<file path="src/sv/mrs_pkg.sv">
// Shared types and constants for the multichannel relay sequencer.
package mrs_pkg;

    // Fixed field widths
    localparam int OP_BITS     = 3;
    localparam int INDEX_BITS  = 3;
    localparam int LEN_BITS    = 32;
    localparam int SEC_BITS    = 16;
    localparam int CYCLE_BITS  = 16;
    localparam int MODE_BITS   = 2;
    localparam int LANE_BITS   = 8;

    localparam logic [LEN_BITS-1:0] MS_PER_SECOND = 32'd1000;

    // Operation codes
    localparam logic [OP_BITS-1:0] OP_TICK    = 3'd0;
    localparam logic [OP_BITS-1:0] OP_SET     = 3'd1;
    localparam logic [OP_BITS-1:0] OP_SET_ALL = 3'd2;
    localparam logic [OP_BITS-1:0] OP_TIMER   = 3'd3;
    localparam logic [OP_BITS-1:0] OP_PULSE   = 3'd4;
    localparam logic [OP_BITS-1:0] OP_BLINK   = 3'd5;
    localparam logic [OP_BITS-1:0] OP_STATUS  = 3'd6;

    // Channel modes
    localparam logic [MODE_BITS-1:0] MODE_TOGGLE = 2'd0;
    localparam logic [MODE_BITS-1:0] MODE_TIMER  = 2'd1;
    localparam logic [MODE_BITS-1:0] MODE_PULSE  = 2'd2;
    localparam logic [MODE_BITS-1:0] MODE_BLINK  = 2'd3;

    // One request
    typedef struct packed {
        logic [OP_BITS-1:0]    operation;
        logic [INDEX_BITS-1:0] relay_index;
        logic                  level;
        logic [SEC_BITS-1:0]   timer_seconds;
        logic [LEN_BITS-1:0]   pulse_length_ms;
        logic [LEN_BITS-1:0]   on_phase_ms;
        logic [LEN_BITS-1:0]   off_phase_ms;
        logic [CYCLE_BITS-1:0] blink_cycles;
    } request_t;

    // One result
    typedef struct packed {
        logic [LANE_BITS-1:0] relays_on;
        logic [LANE_BITS-1:0] drive_pins;
        logic [LANE_BITS-1:0] changed_mask;
        logic                 status_on;
        logic [MODE_BITS-1:0] status_mode;
    } result_t;

    // Controller to datapath commands
    typedef struct packed {
        logic load;
        logic exec;
    } dp_ctl_t;

endpackage

</file>
<file path="src/sv/mrs_ctrl.sv">
// Request sequencing controller for the relay sequencer.
module mrs_ctrl (
    input  logic            clk,
    input  logic            rst_n,
    input  logic            cmd_valid,
    output logic            cmd_stall,
    output logic            result_valid,
    input  logic            result_stall,
    output mrs_pkg::dp_ctl_t ctl
);
    import mrs_pkg::*;

    typedef enum logic [2:0] {
        ST_IDLE = 3'b001,
        ST_EXEC = 3'b010,
        ST_DONE = 3'b100
    } state_t;

    state_t state_reg, state_next;
    logic   can_take;

    // A new request may enter when idle or when the held result leaves
    assign can_take     = (state_reg == ST_IDLE) ||
                          ((state_reg == ST_DONE) && !result_stall);
    assign cmd_stall    = !can_take;
    assign result_valid = (state_reg == ST_DONE);

    // Next state and commands
    always_comb
    begin
        state_next = state_reg;
        ctl.load   = 1'b0;
        ctl.exec   = 1'b0;
        case (state_reg)
            ST_IDLE:
            begin
                if (cmd_valid)
                begin
                    ctl.load   = 1'b1;
                    state_next = ST_EXEC;
                end
            end
            ST_EXEC:
            begin
                ctl.exec   = 1'b1;
                state_next = ST_DONE;
            end
            ST_DONE:
            begin
                if (!result_stall)
                begin
                    if (cmd_valid)
                    begin
                        ctl.load   = 1'b1;
                        state_next = ST_EXEC;
                    end
                    else
                    begin
                        state_next = ST_IDLE;
                    end
                end
            end
            default:
            begin
                state_next = ST_IDLE;
            end
        endcase
    end

    // State register
    always_ff @(posedge clk or negedge rst_n)
    begin
        if (!rst_n)
        begin
            state_reg <= ST_IDLE;
        end
        else
        begin
            state_reg <= state_next;
        end
    end

endmodule

</file>
<file path="src/sv/mrs_datapath.sv">
// Per-channel relay state, tick and command execution, and result register.
module mrs_datapath #(
    parameter int CHANNELS  = 8,
    parameter int TIME_BITS = 32
) (
    input  logic              clk,
    input  logic              rst_n,
    input  mrs_pkg::dp_ctl_t  ctl,
    input  mrs_pkg::request_t cmd,
    output mrs_pkg::result_t  result
);
    import mrs_pkg::*;

    localparam int CMP_BITS = (TIME_BITS > LEN_BITS) ? TIME_BITS : LEN_BITS;
    localparam logic [TIME_BITS-1:0] TIME_MAX = {TIME_BITS{1'b1}};

    // Captured request
    request_t req_reg;

    // Channel state
    logic [MODE_BITS-1:0]  mode_reg      [CHANNELS];
    logic [MODE_BITS-1:0]  mode_next     [CHANNELS];
    logic [TIME_BITS-1:0]  elapsed_reg   [CHANNELS];
    logic [TIME_BITS-1:0]  elapsed_next  [CHANNELS];
    logic [LEN_BITS-1:0]   hold_reg      [CHANNELS];
    logic [LEN_BITS-1:0]   hold_next     [CHANNELS];
    logic [LEN_BITS-1:0]   on_len_reg    [CHANNELS];
    logic [LEN_BITS-1:0]   on_len_next   [CHANNELS];
    logic [LEN_BITS-1:0]   off_len_reg   [CHANNELS];
    logic [LEN_BITS-1:0]   off_len_next  [CHANNELS];
    logic [CYCLE_BITS-1:0] cycles_reg    [CHANNELS];
    logic [CYCLE_BITS-1:0] cycles_next   [CHANNELS];
    logic [CHANNELS-1:0]   active_reg, active_next;
    logic [CHANNELS-1:0]   phase_reg, phase_next;
    logic [CHANNELS-1:0]   level_reg, level_next;

    result_t              result_reg, result_next;
    logic [LEN_BITS-1:0]  timer_ms;
    logic                 idx_valid;

    assign timer_ms  = LEN_BITS'(LEN_BITS'(req_reg.timer_seconds) * MS_PER_SECOND);
    assign idx_valid = (LEN_BITS'(req_reg.relay_index) < LEN_BITS'(CHANNELS));

    // Channel updates, all channels in parallel
    always_comb
    begin
        logic [TIME_BITS-1:0]  inc;
        logic [CMP_BITS-1:0]   ecmp;
        logic [LEN_BITS-1:0]   plen;
        logic [CYCLE_BITS-1:0] cl;
        logic                  hit;
        for (int c = 0; c < CHANNELS; c++)
        begin
            mode_next[c]    = mode_reg[c];
            elapsed_next[c] = elapsed_reg[c];
            hold_next[c]    = hold_reg[c];
            on_len_next[c]  = on_len_reg[c];
            off_len_next[c] = off_len_reg[c];
            cycles_next[c]  = cycles_reg[c];
            active_next[c]  = active_reg[c];
            phase_next[c]   = phase_reg[c];
            level_next[c]   = level_reg[c];

            inc  = (elapsed_reg[c] == TIME_MAX) ? elapsed_reg[c] :
                   elapsed_reg[c] + TIME_BITS'(1);
            ecmp = CMP_BITS'(inc);
            plen = phase_reg[c] ? on_len_reg[c] : off_len_reg[c];
            cl   = (cycles_reg[c] != '0) ? cycles_reg[c] - CYCLE_BITS'(1) : cycles_reg[c];
            hit  = idx_valid && (req_reg.relay_index == INDEX_BITS'(c));

            case (req_reg.operation)
                OP_TICK:
                begin
                    if (active_reg[c])
                    begin
                        elapsed_next[c] = inc;
                        if ((mode_reg[c] == MODE_TIMER) || (mode_reg[c] == MODE_PULSE))
                        begin
                            if (ecmp >= CMP_BITS'(hold_reg[c]))
                            begin
                                active_next[c] = 1'b0;
                                level_next[c]  = 1'b0;
                            end
                        end
                        else if (mode_reg[c] == MODE_BLINK)
                        begin
                            if (ecmp >= CMP_BITS'(plen))
                            begin
                                elapsed_next[c] = '0;
                                if (phase_reg[c])
                                begin
                                    phase_next[c] = 1'b0;
                                    level_next[c] = 1'b0;
                                end
                                else
                                begin
                                    cycles_next[c] = cl;
                                    if (cl == '0)
                                    begin
                                        active_next[c] = 1'b0;
                                    end
                                    else
                                    begin
                                        phase_next[c] = 1'b1;
                                        level_next[c] = 1'b1;
                                    end
                                end
                            end
                        end
                    end
                end
                OP_SET_ALL:
                begin
                    active_next[c] = 1'b0;
                    mode_next[c]   = MODE_TOGGLE;
                    level_next[c]  = req_reg.level;
                end
                OP_SET:
                begin
                    if (hit)
                    begin
                        active_next[c] = 1'b0;
                        mode_next[c]   = MODE_TOGGLE;
                        level_next[c]  = req_reg.level;
                    end
                end
                OP_TIMER:
                begin
                    if (hit)
                    begin
                        mode_next[c]    = MODE_TIMER;
                        active_next[c]  = 1'b1;
                        elapsed_next[c] = '0;
                        level_next[c]   = 1'b1;
                        hold_next[c]    = timer_ms;
                    end
                end
                OP_PULSE:
                begin
                    if (hit)
                    begin
                        mode_next[c]    = MODE_PULSE;
                        active_next[c]  = 1'b1;
                        elapsed_next[c] = '0;
                        level_next[c]   = 1'b1;
                        hold_next[c]    = req_reg.pulse_length_ms;
                    end
                end
                OP_BLINK:
                begin
                    if (hit)
                    begin
                        mode_next[c]    = MODE_BLINK;
                        active_next[c]  = 1'b1;
                        elapsed_next[c] = '0;
                        level_next[c]   = 1'b1;
                        on_len_next[c]  = req_reg.on_phase_ms;
                        off_len_next[c] = req_reg.off_phase_ms;
                        cycles_next[c]  = req_reg.blink_cycles;
                        phase_next[c]   = 1'b1;
                    end
                end
                OP_STATUS:
                begin
                end
                default:
                begin
                end
            endcase
        end
    end

    // Result from the updated state
    always_comb
    begin
        result_next              = '0;
        result_next.relays_on    = LANE_BITS'(level_next);
        result_next.drive_pins   = ~LANE_BITS'(level_next);
        result_next.changed_mask = LANE_BITS'(level_next ^ level_reg);
        for (int c = 0; c < CHANNELS; c++)
        begin
            if (idx_valid && (req_reg.relay_index == INDEX_BITS'(c)))
            begin
                result_next.status_on   = level_next[c];
                result_next.status_mode = active_next[c] ? mode_next[c] : MODE_TOGGLE;
            end
        end
    end

    // Request capture and result register
    always_ff @(posedge clk)
    begin
        if (ctl.load)
        begin
            req_reg <= cmd;
        end
        if (ctl.exec)
        begin
            result_reg <= result_next;
        end
    end

    // Durations and blink count are only read after a start writes them
    always_ff @(posedge clk)
    begin
        if (ctl.exec)
        begin
            for (int c = 0; c < CHANNELS; c++)
            begin
                hold_reg[c]    <= hold_next[c];
                on_len_reg[c]  <= on_len_next[c];
                off_len_reg[c] <= off_len_next[c];
                cycles_reg[c]  <= cycles_next[c];
            end
        end
    end

    // Channel control state
    always_ff @(posedge clk or negedge rst_n)
    begin
        if (!rst_n)
        begin
            for (int c = 0; c < CHANNELS; c++)
            begin
                mode_reg[c]    <= MODE_TOGGLE;
                elapsed_reg[c] <= '0;
            end
            active_reg <= '0;
            phase_reg  <= '0;
            level_reg  <= '0;
        end
        else if (ctl.exec)
        begin
            for (int c = 0; c < CHANNELS; c++)
            begin
                mode_reg[c]    <= mode_next[c];
                elapsed_reg[c] <= elapsed_next[c];
            end
            active_reg <= active_next;
            phase_reg  <= phase_next;
            level_reg  <= level_next;
        end
    end

    assign result = result_reg;

endmodule

</file>
<file path="src/sv/multichannel_relay_sequencer.sv">
// Top level of the multichannel relay sequencer: controller plus datapath.
//
// Relay sequencer for up to eight channels, each set directly or run as a
// timer (seconds), a pulse (ms) or a blink (on/off ms and a cycle count),
// advanced by a 1 ms tick request. A request is taken into an input
// register, executed against all channels in parallel in the next cycle,
// and its result is held in an output register until taken. A new
// request is accepted in the same cycle that the previous result leaves,
// and none is taken while a request executes or its result is stalled.
// The controller's load and execute steps sequence each request over the
// shared channel update logic. Every request returns exactly one result.
module multichannel_relay_sequencer #(
    parameter int CHANNELS  = 8,
    parameter int TIME_BITS = 32
) (
    input  logic              clk,
    input  logic              rst_n,
    input  logic              cmd_valid,
    output logic              cmd_stall,
    input  mrs_pkg::request_t cmd,
    output logic              result_valid,
    input  logic              result_stall,
    output mrs_pkg::result_t  result
);
    import mrs_pkg::*;

    dp_ctl_t ctl;

    // Sequencing
    mrs_ctrl u_ctrl (
        .clk          (clk),
        .rst_n        (rst_n),
        .cmd_valid    (cmd_valid),
        .cmd_stall    (cmd_stall),
        .result_valid (result_valid),
        .result_stall (result_stall),
        .ctl          (ctl)
    );

    // Channel state and execution
    mrs_datapath #(
        .CHANNELS  (CHANNELS),
        .TIME_BITS (TIME_BITS)
    ) u_datapath (
        .clk    (clk),
        .rst_n  (rst_n),
        .ctl    (ctl),
        .cmd    (cmd),
        .result (result)
    );

endmodule
</file>
<file path="config.mk">
export PLATFORM = sky130hd
export DESIGN_NAME = multichannel_relay_sequencer
export DESIGN_NICKNAME = d
export VERILOG_FILES = /design/src/sv/mrs_pkg.sv /design/src/sv/mrs_ctrl.sv /design/src/sv/mrs_datapath.sv /design/src/sv/multichannel_relay_sequencer.sv
export SDC_FILE = /design/constraint.sdc
export NUM_CORES = 2
export LEC_CHECK = 0
export ABC_AREA = 1
export BUFFER_PORTS_ARGS = -buffer_cell sky130_fd_sc_hd__buf_2
export CAP_MARGIN = 10
export CORE_MARGIN = 2
export CORE_UTILIZATION = 40
export DETAILED_ROUTE_END_ITERATION = 16
export GPL_TIMING_DRIVEN = 0
export PLACE_DENSITY = 0.58
export SLEW_MARGIN = 20
export SYNTH_ARGS = -nofsm -noshare
export SYNTH_HDL_FRONTEND = slang
export SYNTH_SLANG_ARGS = --single-unit
</file>
<file path="constraint.sdc">
create_clock -name clk -period 8.6 [get_ports clk]
set_input_delay 1.72 -clock clk [delete_from_list [all_inputs] [get_ports clk]]
set_output_delay 1.72 -clock clk [all_outputs]
set_load 0.01 [all_outputs]
</file>
**Yosys cells after proc, flatten, opt, wreduce, memory -nomap -nowiden**

Memory sizes are Yosys's and may differ from the RTL's.
Index checks and enable logic that the tools add are counted.

- $mul: 1
- Add/sub/neg operators: 16
- Reduce and logical (&&, ||, !) cells: 50
- Bitwise logic cells: 2
- Equal/unequal tests: 97
- Magnitude comparators: 16
- Multiplexer cells: 466

Operator list:

| kind | count |
|---|---|
| 32-bit 2-to-1 mux | 104 |
| 32-bit one-hot mux with 2 select lines | 16 |
| 16-bit 2-to-1 mux | 56 |
| 32-bit >= comparator | 16 |
| 32-bit by 1-bit adder with 32-bit output (second input constant) | 8 |
| 32-bit equality test (second input constant) | 8 |
| 16-bit one-hot mux with 2 select lines | 8 |
| 1-bit 2-to-1 mux | 197 |
| 16-bit zero test | 8 |
| 16-bit nonzero test | 8 |
| 16-bit by 1-bit subtractor with 16-bit output (second input constant) | 8 |
| 2-bit 2-to-1 mux | 41 |
| 2-bit by 1-bit != test with 1-bit output (second input constant) | 40 |
| 2-bit one-hot mux with 5 select lines | 8 |
| 1-bit one-hot mux with 4 select lines | 16 |
| 7-bit AND reduction | 8 |
| 2-bit equality test (second input constant) | 16 |
| 4-bit AND reduction | 8 |
| 3-bit 2-to-1 mux | 10 |
| 16-bit by 7-bit multiplier with 23-bit output (second input constant) | 1 |
| 3-bit equality test (second input constant) | 7 |
| 2-bit != test (second input constant) | 10 |
| 1-bit one-hot mux with 2 select lines | 9 |
| 2-bit by 1-bit equality test with 1-bit output (second input constant) | 8 |
| 12 further kinds | 29 |

- Register bits after elaboration: 461
- Output and inout port bits: 29
- Input port bits: 139
- Memories kept: 4
- Word-level logic and storage cells: 692
- Bits in writable memories: 896

Memories:

| name | depth | bits a word | rd ports | clocked after Yosys merged registers in | write ports | RTL line | text |
|---|---|---|---|---|---|---|---|
| u_datapath.hold_reg | 8 | 32 | 8 | 0 | 8 | mrs_datapath.sv:25 | `logic [LEN_BITS-1:0] hold_reg [CHANNELS];` |
| u_datapath.off_len_reg | 8 | 32 | 8 | 0 | 8 | mrs_datapath.sv:29 | `logic [LEN_BITS-1:0] off_len_reg [CHANNELS];` |
| u_datapath.on_len_reg | 8 | 32 | 8 | 0 | 8 | mrs_datapath.sv:27 | `logic [LEN_BITS-1:0] on_len_reg [CHANNELS];` |
| u_datapath.cycles_reg | 8 | 16 | 8 | 0 | 8 | mrs_datapath.sv:31 | `logic [CYCLE_BITS-1:0] cycles_reg [CHANNELS];` |

**Depth between registers and ports, before layout**

An unclocked memory read counts as a cell.

- Depth after elaboration: 20
- Mapped depth: 39
- Depth with buffers taken out: 39

**Modules after synthesis**

A second synthesis with hierarchy kept.

- Cells, all modules: 7100
- Area, all modules: 73456.7 um^2

Modules (own cells, without submodules):

| module | area each (um^2) | seq. area each (um^2) | cells an instance | times used |
|---|---|---|---|---|
| mrs_datapath | 73266.5 | 39177.6 | 7075 | 1 |
| mrs_ctrl | 190.2 | 76.3 | 25 | 1 |

**Worst setup path after synthesis**

OpenSTA, ideal clock, no wires.

- Kind: input to register
- Start point: input port result_stall
- End point: register u_datapath.req_reg[0] in the netlist's numbering, enable pin
- Library setup time: 0.631 ns
- Required time: 7.969 ns
- Path buffers: 0
- Path slack: 0.381 ns
- Arrival: 7.588 ns
- Stages: 3
- Cell sequence: o21ai_0 inv_1 nor2_1

RTL lines:

| what | RTL line | text |
|---|---|---|
| start: declaration | multichannel_relay_sequencer.sv:22 | `input logic result_stall,` |
| end signal: assignment | mrs_datapath.sv:195 | `req_reg <= cmd;` |
| end: declaration | mrs_datapath.sv:18 | `request_t req_reg;` |

==> results.md <==
* GPL Wtd Cong at 0.928
* Die Span Y at 432 um
* Total of max-cap violations at 0
* Number of CTS-inserted buffers at 156
* Buffers on Ports at 167
* Sequential fraction of the synthesis area at 53.6%
* First-pass GRT wire length at 346000 um
* Most frequent cell after synthesis: edfxtp_1
* Die area at 0.187 mm2
* Synth cell types at 75
* Cell Area, Synth at 0.0733 mm2
* CORE AREA at 0.182 mm2
* Worst-path fanout max at 3
* Post-DRT Antenna Nets at 0
* Net Count, Synth at 7812
* I/O pins at 168
* Initial core utilization at 40.2%
* Placed cell area at 0.0792 mm2
* Drt drc at 0
* Main combinational cell family by area after synthesis: simple AND/OR/NAND/NOR gates
* Hold WS at 0.495 ns
* Global route overflow at 0
* First drt pass iteration count at 6
* Fin crit share at 81.6%
* Status: finished, final reports clean
* Initial antenna violation count at 60
* RSZ-0062 raised after global routing: no
* Post-synth EDFFs at 1058
* Worst-Margin Slew at 1.29 ns
* Area grow syn2layout at 15.2%
* Fraction of the mapped netlist area in adder cells at 11.5%
* Post-CTS setup buffer count at 0
* DR WL/cell at 24.2 um
* Total power at 32.5 mW
* Synth Area in Compound Gates at 8.60%
* Xor/xnor share of the synthesized area at 3.37%
* Clock Pin Slew Worst Setup and Hold Paths at 0.06 ns
* CTS root buf: clkbuf_16
* Critical path class: flop to flop
* CP max stage delay at 0.53 ns
* Post-Synthesis Cells at 7032
* VDD IR-drop max at 0.991 mV
* Finished Core Util at 46.3%
* Post-Syn Area per Cell at 10.4 um2
* Final count of negative-setup-slack endpoints at 0
* WL final at 241000 um
* Critical Path Slowest Stage Cell: nor4_1
* Critical Path RT at 9.01 ns
* Die W at 432 um
* Slew headroom at 13.7%
* Synth top cells by count: edfxtp_1 (1058), inv_1 (1048), nand2_1 (1027)
* Design area at 0.0844 mm2
* CTS sink count at 1357
* CP endpoint kind: flop
* Proportion of layout cells with a drive suffix above 1 at 9.03%
* Largest net degree at the start of global routing at 76
* Area share of the largest cell type after synthesis at 43.4%
* Vias/cell at 5.44
* Setup Skew at 0.0547 ns
* Pins Over Slew Limit at 0
* Post-synthesis register bit count at 1357
* Achievable Freq at 0.142 GHz
* Total number of vias at 54200
* Simple-gate share of the synthesized area at 13.4%
* Mux cell area share after synthesis at 3.40%
* CP arrival at 7.43 ns
* CP startpoint kind: flop
* Main flop type after synthesis: edfxtp_1
* Most common cell type on the critical path: nand2_1
* CTS tree: yes
* PwrDens at 385 mW/mm2
* Ys async rst share at 22.0%
* Initial DRC Count at 5348
* Post-synth top area cell: edfxtp_1
* Resized cells post-CTS at 0
* Row cnt at 157
* Setup tns final at 0 ns
* Synth area leaders: edfxtp_1 (43%), dfrtp_1 (10%), ha_1 (10%)
* HPWL after detailed placement at 176000 um
* # hold bufs at CTS at 0
* Maximum clock insertion buffer count at 3
* Final hold vios at 0
* Vias in the first global route at 52800
* Gr usage total at 25.6%
* H-tree depth at 4
* Fin nets at 8211
* Min Tclk post-route at 7.02 ns
* Worst hold path type: flop to flop
* Skew-Pair Late Insertion Delay at 0.80 ns
* Leakage at 35.2 nW
* Synth warnings at 0
through the flow:
step | setup slack [ns] | std cells
global placement | -3.56 | 9584
detailed placement | 1.83 | 9658
global route | 1.07 | 9948
floorplan | 0.381 | 7032
finish | 1.58 | 9967
CTS | 1.78 | 9947
where the power goes:
group,internal (mW),switching (mW),leakage (nW)
clock,3.97,2.84,2.55
combinational,5.12,10.5,18.9
sequential,9.26,0.791,13.7
cells by family (layout without fill, tap and decap cells):
family,count (synthesis),count (layout)
compound gates,1101,1101
xor+xnor,282,282
fa+ha+maj,641,641
buf+inv,1189,1719
flops,1357,1357
mux,249,249
other cells,0,20
simple gates,2213,2213
per-layer routing:
layer  up-vias  global-route usage [%]  wire length, um
met4         6                    12.9            13100
met5         -                       0               43
met3       507                    4.12            17500
met2      2075                    42.6           115000
li1      25300                       -                -
met1     26300                    32.1            95400
path summary, 6_finish.rpt:
path	startpoint	endpoint	slack (ns)	cells past startpoint
max	u_datapath.elapsed_reg[128]	u_datapath.result[0]	1.58	39
min	u_datapath.level_reg[4]	u_datapath.level_reg[4]	0.49	2
max reg2reg	u_datapath.elapsed_reg[128]	u_datapath.result[0]	1.58	39
min reg2reg	u_datapath.level_reg[4]	u_datapath.level_reg[4]	0.49	2
max in group asynchronous	rst_n	u_ctrl.state_reg[0]	6.55	3
min in group asynchronous	rst_n	u_datapath.elapsed_reg[35]	0.79	1
worst max-delay path, delay by kind of cell, from the launching register on:
kind | cells | cell delay [ns]
compound gates | 2 | 0.77
xor+xnor | 1 | 0.25
fa+ha+maj | 2 | 0.53
buf+inv | 5 | 0.45
flops | 1 | 0.41
simple gates | 29 | 4.24
final cells by class:
type	count	area [um2]
diodes	20	50.0
plain buffers	122	517
clock buffers	196	4210
clock inverters	93	1000
fillers	16600	98100
inverters	1067	4010
multi-input cells	4486	29900
flip-flops and latches	1357	39300
well taps	2385	2980
repair buffers	241	2470
placed cells by master, fill, tap and decap left out, types with 54 or more instances in the layout:
master | synthesis | routed
a21oi_1 | 322 | 322
buf_2 | 13 | 180
clkbuf_1 | 95 | 121
clkbuf_16 | 0 | 159
dfrtp_1 | 298 | 298
edfxtp_1 | 1058 | 1058
fa_1 | 54 | 54
ha_1 | 587 | 587
inv_1 | 1048 | 1048
mux2i_1 | 249 | 249
nand2_1 | 1027 | 1022
nand3_1 | 197 | 197
nand4_1 | 141 | 141
nor2_1 | 503 | 477
nor3_1 | 173 | 169
o21ai_0 | 424 | 404
o22ai_1 | 136 | 136
xor2_1 | 247 | 247
(Power assumes the default switching activity.)
